===== src/design/mlfd_pkg.sv =====
// Package with the payload types, codes and controller interface types of the forwarding block.
`default_nettype none

package mlfd_pkg;

    localparam int HOST_ENTRIES_DEF = 64;

    localparam logic [15:0] ET_ARP  = 16'h0806;
    localparam logic [15:0] ET_IPV4 = 16'h0800;
    localparam logic [15:0] ET_IPV6 = 16'h86DD;

    localparam logic [7:0] PROTO_ICMP = 8'd1;
    localparam logic [7:0] PROTO_TCP  = 8'd6;
    localparam logic [7:0] PROTO_UDP  = 8'd17;

    localparam logic [1:0] ACT_NONE  = 2'd0;
    localparam logic [1:0] ACT_FLOOD = 2'd1;
    localparam logic [1:0] ACT_FLOW  = 2'd2;

    localparam logic REQ_PACKET = 1'b0;
    localparam logic REQ_CLEAR  = 1'b1;

    typedef struct packed {
        logic        req_type;
        logic [15:0] in_port;
        logic [47:0] src_mac;
        logic [47:0] dst_mac;
        logic [15:0] ethertype;
        logic [7:0]  ip_proto;
    } req_t;

    typedef struct packed {
        logic [1:0]  action;
        logic [15:0] fwd_port;
        logic        learned;
        logic        table_full;
    } res_t;

    typedef struct packed {
        logic [47:0] mac;
        logic [15:0] port;
    } host_t;

    typedef struct packed {
        logic load;
        logic scan;
        logic commit;
    } ctrl_cmd_t;

    typedef struct packed {
        logic need_scan;
        logic scan_last;
    } ctrl_sts_t;

endpackage

`default_nettype wire


===== src/design/mlfd_ctrl.sv =====
// Controller FSM that sequences load, an optional table scan and commit of each transaction.
`default_nettype none

module mlfd_ctrl
    import mlfd_pkg::*;
(
    input  wire logic      clk,
    input  wire logic      rst_n,
    input  wire logic      req_valid,
    output logic           req_stall,
    output logic           res_valid,
    input  wire logic      res_stall,
    input  wire ctrl_sts_t sts,
    output ctrl_cmd_t      cmd
);

    typedef enum logic [1:0] {
        S_IDLE,
        S_SCAN,
        S_DRAIN,
        S_DECIDE
    } state_t;

    state_t state_reg;
    state_t state_next;
    logic   res_valid_reg;
    logic   res_valid_next;

    always_comb
    begin
        cmd.load   = (state_reg == S_IDLE) && req_valid;
        cmd.scan   = (state_reg == S_SCAN);
        cmd.commit = (state_reg == S_DECIDE) && (!res_valid_reg || !res_stall);
    end

    always_comb
    begin
        state_next = state_reg;
        case (state_reg)
            S_IDLE:
            begin
                if (req_valid)
                begin
                    state_next = sts.need_scan ? S_SCAN : S_DECIDE;
                end
            end
            S_SCAN:
            begin
                if (sts.scan_last)
                begin
                    state_next = S_DRAIN;
                end
            end
            S_DRAIN:
            begin
                state_next = S_DECIDE;
            end
            S_DECIDE:
            begin
                if (cmd.commit)
                begin
                    state_next = S_IDLE;
                end
            end
            default:
            begin
                state_next = S_IDLE;
            end
        endcase
    end

    always_comb
    begin
        if (cmd.commit)
        begin
            res_valid_next = 1'b1;
        end
        else if (!res_stall)
        begin
            res_valid_next = 1'b0;
        end
        else
        begin
            res_valid_next = res_valid_reg;
        end
    end

    always_ff @(posedge clk or negedge rst_n)
    begin
        if (!rst_n)
        begin
            state_reg     <= S_IDLE;
            res_valid_reg <= 1'b0;
        end
        else
        begin
            state_reg     <= state_next;
            res_valid_reg <= res_valid_next;
        end
    end

    assign req_stall = (state_reg != S_IDLE);
    assign res_valid = res_valid_reg;

`ifndef SYNTHESIS
    a_no_overwrite: assert property (@(posedge clk) disable iff (!rst_n)
        cmd.commit |-> !(res_valid_reg && res_stall))
        else $error("A result was committed over a stalled result.");

    a_valid_from_commit: assert property (@(posedge clk) disable iff (!rst_n)
        $rose(res_valid_reg) |-> $past(cmd.commit))
        else $error("A result became valid without a commit.");

    a_scan_ends: assert property (@(posedge clk) disable iff (!rst_n)
        (cmd.scan && sts.scan_last) |=> (state_reg == S_DRAIN) && !req_stall == 1'b0)
        else $error("The scan did not end after its last entry.");
`endif

endmodule

`default_nettype wire


===== src/design/mlfd_dpath.sv =====
// Datapath with the host table memory, the scan compare stage and the result register.
`default_nettype none

module mlfd_dpath
    import mlfd_pkg::*;
#(
    parameter int HOST_ENTRIES = HOST_ENTRIES_DEF
)
(
    input  wire logic      clk,
    input  wire logic      rst_n,
    input  wire req_t      req_data,
    output res_t           res_data,
    input  wire logic      cfg_valid,
    output logic           cfg_ready,
    input  wire logic      cfg_data,
    input  wire ctrl_cmd_t cmd,
    output ctrl_sts_t      sts
);

    localparam int AW = $clog2(HOST_ENTRIES);
    localparam int CW = $clog2(HOST_ENTRIES + 1);

    host_t          mem [HOST_ENTRIES];

    req_t           req_reg;
    res_t           res_reg;
    res_t           res_next;
    host_t          rd_data_reg;
    logic           flood_ipv6_reg;
    logic [CW-1:0]  count_reg;
    logic [CW-1:0]  count_next;
    logic [AW-1:0]  rd_addr_reg;
    logic [AW-1:0]  rd_addr_next;
    logic           cmp_vld_reg;
    logic           src_hit_reg;
    logic           dst_hit_reg;
    logic [15:0]    dst_port_reg;

    logic           in_lookup;
    logic           is_clear;
    logic           is_arp;
    logic           is_ipv4;
    logic           is_ipv6;
    logic           proto_known;
    logic           tbl_full;
    logic           learn_ok;
    logic           learn_fail;
    logic [15:0]    look_port;

    // Scan only when the table holds entries and the request needs a search.
    always_comb
    begin
        in_lookup = (req_data.ethertype == ET_ARP)
                 || ((req_data.ethertype == ET_IPV4)
                     && (req_data.ip_proto inside {PROTO_ICMP, PROTO_TCP, PROTO_UDP}));
        sts.need_scan = (req_data.req_type == REQ_PACKET) && (count_reg != '0) && in_lookup;
        sts.scan_last = ((CW'(rd_addr_reg) + CW'(1)) == count_reg);
    end

    always_comb
    begin
        is_clear    = (req_reg.req_type == REQ_CLEAR);
        is_arp      = !is_clear && (req_reg.ethertype == ET_ARP);
        is_ipv4     = !is_clear && (req_reg.ethertype == ET_IPV4);
        is_ipv6     = !is_clear && (req_reg.ethertype == ET_IPV6);
        proto_known = req_reg.ip_proto inside {PROTO_ICMP, PROTO_TCP, PROTO_UDP};
        tbl_full    = (count_reg == CW'(HOST_ENTRIES));
        learn_ok    = is_arp && !src_hit_reg && !tbl_full;
        learn_fail  = is_arp && !src_hit_reg && tbl_full;

        // A newly learned source is visible to the destination lookup of the same packet.
        if (dst_hit_reg)
        begin
            look_port = dst_port_reg;
        end
        else if (learn_ok && (req_reg.dst_mac == req_reg.src_mac))
        begin
            look_port = req_reg.in_port;
        end
        else
        begin
            look_port = '0;
        end

        res_next            = '0;
        res_next.learned    = learn_ok;
        res_next.table_full = learn_fail;
        if ((is_arp && !(&req_reg.dst_mac)) || (is_ipv4 && proto_known))
        begin
            if (look_port != '0)
            begin
                res_next.action   = ACT_FLOW;
                res_next.fwd_port = look_port;
            end
        end
        else if (is_arp || is_ipv4 || (is_ipv6 && flood_ipv6_reg))
        begin
            res_next.action = ACT_FLOOD;
        end

        if (is_clear)
        begin
            count_next = '0;
        end
        else if (learn_ok)
        begin
            count_next = count_reg + CW'(1);
        end
        else
        begin
            count_next = count_reg;
        end

        rd_addr_next = cmd.load ? '0 : (cmd.scan ? rd_addr_reg + AW'(1) : rd_addr_reg);
    end

    always_ff @(posedge clk)
    begin
        if (cmd.commit && learn_ok)
        begin
            mem[count_reg[AW-1:0]] <= '{mac: req_reg.src_mac, port: req_reg.in_port};
        end
        rd_data_reg <= mem[rd_addr_reg];
    end

    always_ff @(posedge clk)
    begin
        if (cmd.load)
        begin
            req_reg <= req_data;
        end
        if (cmd.commit)
        begin
            res_reg <= res_next;
        end
        if (cmd.load)
        begin
            dst_port_reg <= '0;
        end
        else if (cmd.load == 1'b0 && cmp_vld_reg && !dst_hit_reg
                 && (rd_data_reg.mac == req_reg.dst_mac))
        begin
            dst_port_reg <= rd_data_reg.port;
        end
    end

    always_ff @(posedge clk or negedge rst_n)
    begin
        if (!rst_n)
        begin
            flood_ipv6_reg <= 1'b0;
            count_reg      <= '0;
            rd_addr_reg    <= '0;
            cmp_vld_reg    <= 1'b0;
            src_hit_reg    <= 1'b0;
            dst_hit_reg    <= 1'b0;
        end
        else
        begin
            if (cfg_valid && cfg_ready)
            begin
                flood_ipv6_reg <= cfg_data;
            end
            if (cmd.commit)
            begin
                count_reg <= count_next;
            end
            rd_addr_reg <= rd_addr_next;
            cmp_vld_reg <= cmd.scan;
            if (cmd.load)
            begin
                src_hit_reg <= 1'b0;
                dst_hit_reg <= 1'b0;
            end
            else if (cmp_vld_reg)
            begin
                if (rd_data_reg.mac == req_reg.src_mac)
                begin
                    src_hit_reg <= 1'b1;
                end
                if (rd_data_reg.mac == req_reg.dst_mac)
                begin
                    dst_hit_reg <= 1'b1;
                end
            end
        end
    end

    assign cfg_ready = 1'b1;
    assign res_data  = res_reg;

`ifndef SYNTHESIS
    a_count_bound: assert property (@(posedge clk) disable iff (!rst_n)
        count_reg <= CW'(HOST_ENTRIES))
        else $error("Host count exceeds the table size.");

    a_learn_not_full: assert property (@(posedge clk) disable iff (!rst_n)
        (cmd.commit && learn_ok) |=> (count_reg == $past(count_reg) + CW'(1)))
        else $error("Learning did not advance the host count.");

    a_compare_after_scan: assert property (@(posedge clk) disable iff (!rst_n)
        cmp_vld_reg |-> $past(cmd.scan))
        else $error("Compare stage active without a preceding table read.");
`endif

endmodule

`default_nettype wire


===== src/design/mac_learning_forward_decision.sv =====
// When the table is searched, an accepted request goes through the scan state, which reads
// the n host entries held one per cycle, then the drain state and the decide state, whose
// commit registers the result; with no search or an empty table, decide follows the load.
// Commit waits while a stalled result is held; a new request is taken only once the last commits.
// Reset clears the host count, the IPv6 flood setting and all control state; table memory is
// left as is and no clearing pass runs, so the block accepts transactions right after reset.
`default_nettype none

module mac_learning_forward_decision
    import mlfd_pkg::*;
#(
    parameter int HOST_ENTRIES = HOST_ENTRIES_DEF
)
(
    input  wire logic clk,
    input  wire logic rst_n,
    input  wire logic req_valid,
    output logic      req_stall,
    input  wire req_t req_data,
    output logic      res_valid,
    input  wire logic res_stall,
    output res_t      res_data,
    input  wire logic cfg_valid,
    output logic      cfg_ready,
    input  wire logic cfg_data
);

    ctrl_cmd_t cmd;
    ctrl_sts_t sts;

    mlfd_ctrl u_ctrl (
        .clk       (clk),
        .rst_n     (rst_n),
        .req_valid (req_valid),
        .req_stall (req_stall),
        .res_valid (res_valid),
        .res_stall (res_stall),
        .sts       (sts),
        .cmd       (cmd)
    );

    mlfd_dpath #(
        .HOST_ENTRIES (HOST_ENTRIES)
    ) u_dpath (
        .clk       (clk),
        .rst_n     (rst_n),
        .req_data  (req_data),
        .res_data  (res_data),
        .cfg_valid (cfg_valid),
        .cfg_ready (cfg_ready),
        .cfg_data  (cfg_data),
        .cmd       (cmd),
        .sts       (sts)
    );

endmodule

`default_nettype wire

===== config.mk =====
export PLATFORM = sky130hd
export DESIGN_NAME = mac_learning_forward_decision
export DESIGN_NICKNAME = d
export VERILOG_FILES = /design/src/design/mlfd_pkg.sv /design/src/design/mlfd_ctrl.sv /design/src/design/mlfd_dpath.sv /design/src/design/mac_learning_forward_decision.sv
export SDC_FILE = /design/constraint.sdc
export NUM_CORES = 2
export LEC_CHECK = 0
export BUFFER_PORTS_ARGS = -buffer_cell sky130_fd_sc_hd__buf_2
export CAP_MARGIN = 20
export CELL_PAD_IN_SITES_DETAIL_PLACEMENT = 0
export CELL_PAD_IN_SITES_GLOBAL_PLACEMENT = 1
export CORE_MARGIN = 5
export CORE_UTILIZATION = 56
export DETAILED_ROUTE_END_ITERATION = 16
export PLACE_DENSITY_LB_ADDON = 0.1
export SLEW_MARGIN = 20
export SYNTH_ARGS = -nofsm -noshare
export SYNTH_HDL_FRONTEND = slang
export SYNTH_SLANG_ARGS = --single-unit
export TNS_END_PERCENT = 5

===== constraint.sdc =====
create_clock -name clk -period 6.5 [get_ports clk]
set_input_delay 0.975 -clock clk [delete_from_list [all_inputs] [get_ports clk]]
set_output_delay 0.975 -clock clk [all_outputs]
set_load 0.02 [all_outputs]

==> run metrics <==
status=completed; Tmin final=around 4.4 ns; Syn Std Cell Area=between 150,000 and 200,000 µm²; number of flops mapped to enable cells by yosys=4,253; setup TNS=0 ns; CP Cell Sequence=buf_4, buf_4, mux4_2, a22o_1, a221oi_1, o221ai_1; Setup Viol. Count Final=0; R2R Path Start=u_dpath.rd_addr_reg[0]; synthesized net count=about 7,200; cts repair resizes=0; Reg-to-Reg End=u_dpath.rd_data_reg[22]; CTS tree=built; max cap viols=0; YS warnings=0; die height=about 550 µm; most frequent cells after synthesis=edfxtp_1 (4,253), mux4_2 (1,024), a22oi_1 (256), clkbuf_1 (213), nor2_1 (172); Crit Path Max Fanout=34; final instance area=186,000 µm²; Yosys top cell by area=edfxtp_1; # IOs=around 170; largest family of logic cells by synthesized area=multiplexers; Chip Width=roughly 550 µm; CP max stage delay=around 1.1 ns; top post-synthesis cells by area=edfxtp_1 (78%), mux4_2 (14%), a22oi_1 (1.2%), dfxtp_1 (0.97%), a22o_1 (0.69%); Final Hold Viols=0; htree depth=5; worst endpoint required time=roughly 7.3 ns; path depth of the worst reg2reg path=6; Worst path slowest cell=a221oi_1; row count=around 200; fraction of layout cells with a size suffix above 1=between 20% and 30%; Root Driver=clkbuf_16; #FFs+latches synth=~4,400; Synth-to-Final Area Change=13.2%; Post-Synth Adder-Cell Area=less than 1%; post-synthesis compound-gate area fraction=between 3 and 4%; vias in the first global route=80,300; Worst Hold Class=in2async; Initial Util=56.3%; count leader, synth=edfxtp_1; WL final=about 460,000 µm; Vias per Instance=between 6 and 7; Total Routing Usage GR=~30%; cell count after synthesis=7,083; Crit. End Element=flip-flop; syn avg cell area=around 23 µm²; Startpoint Class=flip-flop; most frequent CP cell=buf_4; GPL Wtd Cong=approximately 0.9; total grt overflow=0; Tcrit/Tclk final=about two thirds; hold buffer count at CTS=0; largest net degree at the start of global routing=110; LEAKAGE=approximately 58 nW; antenna violations before repair=33; clock sinks=~4,400; multiplexer share of the synthesized area=14.2%; 1st-pass router iterations=6; PortBufs=164; core area=292,000 µm²; final core utilization=approximately 64%; Clk Latency, worst-skew pair=just under 1 ns; Post-Synth XOR/XNOR Area=less than 1%; max reg flops=between 4,000 and 5,000; Slew Limit Fails=0; Worst EP arrival=about 5.2 ns; Max rail drop VDD=about 0.00042 V; clock buffer depth=4; Slew HR=13.0%; clock-pin slew on the worst setup and hold paths=approximately 0.060 ns; Achievable Freq=0.225 GHz; DRC=0; simple-gate share of the synthesized area=under 10%; first-pass GRT wire length=639,000 µm; Top FF cell, synth=edfxtp_1; final clock skew=between 0.06 and 0.07 ns; sequential area share after synthesis=79.0%; Die ar.=between 300,000 and 400,000 µm²; Routed Antenna Nets=0; FILL cells=about 19,000; CTS buffer count=approximately 430; top-area cell type share of the netlist area=77.7%; Setup CP Type=reg2reg; Tot Pwr=approximately 0.076 W; Power Dens Cells=about 410 nW/µm²; synth unique cells=between 50 and 60; Synth async-reset ratio=0.459%; Reg2Reg Setup Slack=between 2 and 2.5 ns; initial DRC count=around 12,000; Setup Buffers After CTS=0; unrepaired setup endpoints after global routing=false; via count=approximately 81,000; WL/cell=between 30 and 40 µm; hpwl dp=between 200,000 and 300,000 µm; Worst-Margin Slew=about 1.3 ns; # nets final=~8,000; dpl cell area=172,000 µm²
cells by family (layout without fill, tap and decap cells):
logic type	Yosys count	in the layout
compound gates	745	745
xor+xnor	160	160
fa+ha+maj	8	8
buf+inv	406	1324
flops	4353	4353
mux	1046	1046
other cells	1	11
simple gates	364	364
metal layers:
metal  vias up  routed length (µm)  GRT usage, %
met5         -                  83             0
met4         6               19000          10.5
met3       754               49800          7.27
met2      4694              210000          45.3
met1     43800              180000          44.7
li1      31700                   -             -
per-stage QoR:
stage | setup WS [ns] | std cells | hold WS [ns]
after global routing | 2.03 | 11900 | 0.0617
after floorplan | 1.28 | 7083 | 0.423
after CTS | 2.26 | 11900 | 0.0276
final | 2.06 | 11900 | 0.0801
after detailed placement | 1.93 | 11100 | 0.447
after global placement | 1.91 | 11100 | 0.429
power by group:
group          total [W]  switching (W)  internal [W]
clock network     0.0246         0.0105        0.0141
logic             0.0190         0.0114       0.00755
registers         0.0328       0.000849        0.0319
final cells by class:
type	count	area [µm²]	share of cell area (%)
clock buffer	538	11500	6.20
timing repair buffer	508	4070	2.19
clock inverter	267	2510	1.35
tap	3900	4880	2.62
antenna	10	25.0	0.0135
inverter	11	53.8	0.0289
multi-input combinational	2324	33100	17.8
sequential	4353	130000	69.8
cell usage in the layout (no fill, tap or decap), drive strengths merged, types with 3 or more instances in the layout:
cell      netlist  layout
edfxtp       4253    4253
mux4         1024    1024
clkbuf        214     539
buf           181     507
a22oi         256     256
clkinv          0     197
nor2          172     172
a21oi         135     135
a22o          129     129
a221oi        128     128
xor2          110     110
dfxtp          80      80
o221ai         65      65
nand2          56      56
xnor2          50      50
nor4           44      44
bufinv          0      39
nand4          34      34
inv            11      26
dfrtp          20      20
mux2i          19      19
a32oi          17      17
clkinvlp        0      16
nor3           12      12
diode           0      10
nand3          10      10
ha              8       8
o21ai           5       5
or2             5       5
nand2b          4       4
nand3b          3       3
mux2            3       3
nor4bb          3       3
nor2b           3       3
and2            3       3
worst max-delay path, delay by kind of cell, from the launching register on:
family          cells  cell delay (ns)
mux                 1             0.58
flops               1             0.96
compound gates      3             1.67
buf+inv             2             0.96
how the worst max path moves through the flow:
stage / startpoint / depth (start not counted) / endpoint
3_5_place_dp: res_stall / 8 / u_dpath.mem[51][49]
4_1_cts: u_dpath.rd_addr_reg[0] / 6 / u_dpath.rd_data_reg[22]
3_3_place_gp: res_stall / 8 / u_dpath.mem[51][51]
6_report: u_dpath.rd_addr_reg[0] / 6 / u_dpath.rd_data_reg[22]
5_1_grt: u_dpath.rd_addr_reg[0] / 9 / u_ctrl.state_reg[1]
2_1_floorplan: res_stall / 6 / u_dpath.mem[56][0]
No activity file was read; power rests on OpenSTA's default activity.
